[src/hdl/cht_pkg.sv]
// ----------------------------------------------------------------------------
// cht_pkg
// Shared types and constants of the chained counting hash table.
// ----------------------------------------------------------------------------
package cht_pkg;

  localparam int MAX_BUCKETS  = 256;
  localparam int POOL_ENTRIES = 1024;

  localparam int KEY_W   = 32;
  localparam int CNT_W   = 32;
  localparam int BCNT_W  = 9;                        // bucket_count register
  localparam int BKT_W   = $clog2(MAX_BUCKETS);      // bucket index
  localparam int IDX_W   = $clog2(POOL_ENTRIES);     // pool index
  localparam int PTR_W   = IDX_W + 1;                // pool index or null

  // Remainder unit: two quotient bits per cycle over the key magnitude.
  localparam int MOD_BITS_PER_CYC = 2;
  localparam int MOD_CYC          = KEY_W / MOD_BITS_PER_CYC;
  localparam int MOD_CNT_W        = $clog2(MOD_CYC);

  localparam int BCNT_RESET = 100;

  typedef logic signed [KEY_W-1:0] key_t;
  typedef logic [CNT_W-1:0]        count_t;
  typedef logic [BCNT_W-1:0]       bcnt_t;
  typedef logic [PTR_W-1:0]        ptr_t;
  typedef logic [IDX_W-1:0]        idx_t;
  typedef logic [BKT_W-1:0]        bkt_t;

  localparam ptr_t   LINK_NULL = PTR_W'(POOL_ENTRIES);
  localparam count_t COUNT_MAX = '1;

  typedef enum logic [0:0] {
    CMD_INSERT = 1'b0,
    CMD_SEARCH = 1'b1
  } cmd_t;

  typedef enum logic [2:0] {
    ST_IDLE,
    ST_MOD,
    ST_HEAD,
    ST_CHAIN,
    ST_DONE
  } state_t;

  typedef struct packed {
    logic [KEY_W-1:0] key;
    count_t           cnt;
    ptr_t             link;
  } entry_t;

endpackage

[src/hdl/cht_mod.sv]
// ----------------------------------------------------------------------------
// cht_mod
// Multi-cycle remainder of |key| by the clamped bucket count.
// ----------------------------------------------------------------------------
module cht_mod (
  input  logic                clk,
  input  logic                rst,
  input  logic                start,
  input  cht_pkg::key_t       key,
  input  cht_pkg::bcnt_t      bucket_count,
  output logic                done,
  output cht_pkg::bcnt_t      rem
);
  import cht_pkg::*;

  logic [KEY_W-1:0]     dvd;
  bcnt_t                dsr;
  logic [MOD_CNT_W-1:0] cnt;
  logic                 busy;
  logic [KEY_W-1:0]     mag;
  bcnt_t                dsr_eff;
  bcnt_t                rem_a;
  bcnt_t                rem_b;

  // One restoring step: shift in a dividend bit, subtract when it fits.
  function automatic bcnt_t mod_step(bcnt_t r, logic b, bcnt_t n);
    logic [BCNT_W:0] t;
    t = {r, b};
    if (t >= {1'b0, n}) begin
      return BCNT_W'(t - {1'b0, n});
    end
    return BCNT_W'(t);
  endfunction

  always_comb begin
    mag = key[KEY_W-1] ? KEY_W'(-key) : KEY_W'(key);
    if (bucket_count == '0) begin
      dsr_eff = BCNT_W'(1);
    end else if (bucket_count > BCNT_W'(MAX_BUCKETS)) begin
      dsr_eff = BCNT_W'(MAX_BUCKETS);
    end else begin
      dsr_eff = bucket_count;
    end
    rem_a = mod_step(rem, dvd[KEY_W-1], dsr);
    rem_b = mod_step(rem_a, dvd[KEY_W-2], dsr);
  end

  always_ff @(posedge clk) begin
    if (rst) begin
      busy <= 1'b0;
      done <= 1'b0;
      cnt  <= '0;
    end else begin
      done <= 1'b0;
      if (start) begin
        busy <= 1'b1;
        cnt  <= MOD_CNT_W'(MOD_CYC - 1);
      end else if (busy) begin
        cnt <= cnt - 1'b1;
        if (cnt == '0) begin
          busy <= 1'b0;
          done <= 1'b1;
        end
      end
    end
  end

  always_ff @(posedge clk) begin
    if (start) begin
      dvd <= mag;
      dsr <= dsr_eff;
      rem <= '0;
    end else if (busy) begin
      dvd <= dvd << MOD_BITS_PER_CYC;
      rem <= rem_b;
    end
  end

endmodule

[config.mk]
export PLATFORM = sky130hd
export DESIGN_NAME = cht_mod
export DESIGN_NICKNAME = d
export VERILOG_FILES = /design/src/hdl/cht_pkg.sv /design/src/hdl/cht_mod.sv
export SDC_FILE = /design/constraint.sdc
export NUM_CORES = 1
export LEC_CHECK = 0
export ABC_AREA = 1
export ABC_CLOCK_PERIOD_IN_PS = 9100
export BUFFER_PORTS_ARGS = -buffer_cell sky130_fd_sc_hd__buf_2
export CAP_MARGIN = 15
export CORE_MARGIN = 4
export CORE_UTILIZATION = 29
export CTS_BUF_LIST = sky130_fd_sc_hd__clkbuf_16
export DETAILED_ROUTE_END_ITERATION = 7
export SYNTH_ARGS = -nofsm -noshare
export SYNTH_HDL_FRONTEND = slang
export SYNTH_SLANG_ARGS = --single-unit
[constraint.sdc]
create_clock -name clk -period 9.1 [get_ports clk]
set_input_delay 0 -clock clk [delete_from_list [all_inputs] [get_ports clk]]
set_output_delay 0 -clock clk [all_outputs]
set_load 0.02 [all_outputs]
==> results.json <==
{
  "status": "completed",
  "fin_crit_sh_pct": 37.4,
  "gp_congestion": 0.840,
  "cts.sinks": 56,
  "pwr-share-seq_pct": 24.7,
  "grt-ovfl-total": 0,
  "via_count": 3842,
  "post_cts_resized": 0,
  "critPathLaunchType": "flop",
  "met2_usage_pct": 20.7,
  "grt_pass1_vias": 3778,
  "yosysSeqAreaShare_pct": 36.0,
  "hold_class": "input pin to flop",
  "crit_type": "flop to flop",
  "crit_fanout": 13,
  "hold_viol": 0,
  "root_buffer": "clkbuf_16",
  "power.total_w": 0.00144,
  "netlist_instances": 584,
  "final.fill_count": 1536,
  "max_freq_mhz": 294,
  "slowest_stage": "fa_1",
  "use_met1_pct": 18.6,
  "drive_above_1_share_pct": 14.2,
  "cts_tree": "built",
  "netlist_area_sq_mm": 0.00425,
  "p_int_w": 0.000750,
  "postCtsHoldBufs": 9,
  "rsz0062_at_grt": "false",
  "p_per_area_mw_per_mm2": 292,
  "yosys_most_used_dff": "edfxtp_1",
  "slew_viol_final": 0,
  "slowest_delay_ns": 0.43,
  "cts_setup_buffers": 0,
  "drtIter0Drc": 219,
  "port_buffers": 53,
  "antenna_left": 0,
  "tightestPinTransition_ns": 0.809,
  "routed_via_density": 4.67,
  "core_sq_mm": 0.0141,
  "layout_commonest_cell": "nand2_1",
  "synthToLayoutAreaGrowth_pct": 15.9,
  "nets": 710,
  "avgSynthCellArea_sq_um": 7.28,
  "rows": 43,
  "syn-num-nets": 652,
  "htreeDepth": 2,
  "fp.dieW_um": 129,
  "path_clk_slew_ns": 0.08,
  "cts_buffers": 5,
  "setup_tns_ns": 0,
  "drt_first_pass_iters": 5,
  "remaining_drc_errors": 0,
  "diodes": 0,
  "grt_pass1_wl_um": 17800,
  "fin_crit_ns": 3.40,
  "synth_edf_count": 41,
  "ios": 54,
  "dp_hpwl_um": 7980,
  "drv_cap": 0,
  "start_util_pct": 30.2,
  "async_flop_share_pct": 0,
  "wl_per_cell_um": 12.4,
  "p_comb_share_pct": 61.4,
  "synth.distinct_cells": 36,
  "ys_ff_latch": 56,
  "swShare_pct": 47.8,
  "routed_wl_um": 10200,
  "cp_data_required_time_ns": 9.30,
  "clkPwrFrac_pct": 13.9,
  "leakagePower_nw": 2.50,
  "critPathCaptureType": "flop",
  "antenna_found_initial": 0,
  "whs_ns": 0.00985,
  "path_cells": "inv_1 > ha_1 > inv_1 > fa_1 > nand2_1 > nand3_2 > nand2_4 > nand2_4 > o21ai_2 > inv_1 > fa_1 > nand3_1 > nand3_1 > nand2_1 > nand2_1 > a21oi_2 > nand2_2 > nor2_4 > nand2_1 > nand3_1 > nand2_1",
  "crit_arrival_ns": 3.60,
  "synth_warnings": 0,
  "top_usage_layer": "met2",
  "critical-path-top-delay-family": "simple AND/OR/NAND/NOR gates",
  "ctsLongestPathBuffers": 2,
  "die_h_um": 129,
  "max_slew_margin_pct": 45.8,
  "use_met3_pct": 2.31,
  "dieArea_sq_mm": 0.0167,
  "clock_latency_ns": 0.30,
  "cp_common_cell": "nand2_1",
  "path_buf_inv": 3,
  "p_sw_w": 0.000687,
  "setup_viol": 0,
  "grt.total_usage_pct": 13.0,
  "clock-skew-final_ns": 0.00869,
  "grt_max_degree": 48,
  "vdd_drop_max_mv": 0.122,
  "final_cell_mix": "nand2_1 (181), inv_1 (84), buf_2 (53)"
}
[synth_stat cells, types with 3 or more instances]
cell / number / area (sq um)
a21o_1: 3 / 22.5
a21oi_1: 9 / 45.0
a31oi_1: 6 / 37.5
clkbuf_1: 10 / 37.5
dfxtp_1: 15 / 300
edfxtp_1: 41 / 1230
ha_1: 22 / 275
inv_1: 84 / 315
nand2_1: 181 / 679
nand2_2: 5 / 31.3
nand3_1: 41 / 205
nand3_2: 5 / 50.1
nand3b_1: 6 / 45.0
nand4_1: 4 / 25.0
nor2_1: 51 / 191
nor3_1: 3 / 15.0
nor4_1: 3 / 18.8
o211ai_1: 3 / 22.5
o21ai_0: 27 / 135
o21ai_1: 6 / 30.0
o21ai_2: 6 / 52.6
o31ai_1: 3 / 22.5
xnor2_1: 10 / 87.6
xor2_1: 21 / 184
[registers in the layout (all words and copies together), names as in the netlist]
signal and count:
cnt 4, rem 9, done 1, busy 1, dsr 9, dvd 32
[layout make-up]
class | instances | area [sq um] | area share, %
multi-input combinational | 429 | 2330 | 47.3
sequential | 56 | 1530 | 31.1
timing repair buffer | 64 | 370 | 7.52
inverter | 86 | 323 | 6.55
tap | 180 | 225 | 4.57
clock buffer | 5 | 125 | 2.54
clock inverter | 3 | 22.5 | 0.457
[logic make-up after synthesis]
family | after synthesis | synth area share [%]
buffers and inverters | 99 | 9.18
AOI/OAI and AO/OA | 67 | 9.45
and+or+nand+nor | 307 | 31.5
adders and majority gates | 24 | 7.42
xor gates and xnor gates | 31 | 6.39
DFF | 56 | 36.0
[routing by layer]
| layer | wire length (um) | share of wire (%) |
|---|---|---|
| met5 | 0 | 0 |
| met2 | 4390 | 43 |
| met4 | 94 | 0.92 |
| met1 | 5140 | 50 |
| met3 | 576 | 5.6 |
[power by group through the flow]
stage | logic, W | clock network [W] | registers, W
after floorplan | 0.000686 | 0 | 0.000373
after global placement | 0.000878 | 0 | 0.000360
after detailed placement | 0.000874 | 0 | 0.000361
after CTS | 0.000879 | 0.000208 | 0.000355
after global routing | 0.00101 | 0.000219 | 0.000360
final | 0.000882 | 0.000199 | 0.000356
[final timing paths]
kind / from / end / slack [ns] / depth (start not counted)
worst max-delay path: dvd[31] / rem[2] / 5.70 / 21
worst min-delay path: bucket_count[0] / dsr[0] / 0.01 / 2
worst max register to register: dvd[31] / rem[2] / 5.70 / 21
worst min register to register: cnt[3] / cnt[3] / 0.48 / 2
[per-stage QoR]
step | std cells | worst slack (ns) | util, % | cell area (sq um)
after floorplan | 584 | 5.96 | - | 4250
after global placement | 806 | 5.75 | 33.3 | 4690
after detailed placement | 806 | 5.69 | 33.3 | 4690
after CTS | 823 | 5.69 | 34.9 | 4930
after global routing | 823 | 5.33 | 34.9 | 4930
final | 823 | 5.70 | 34.9 | 4930
(Power assumes the default switching activity.)
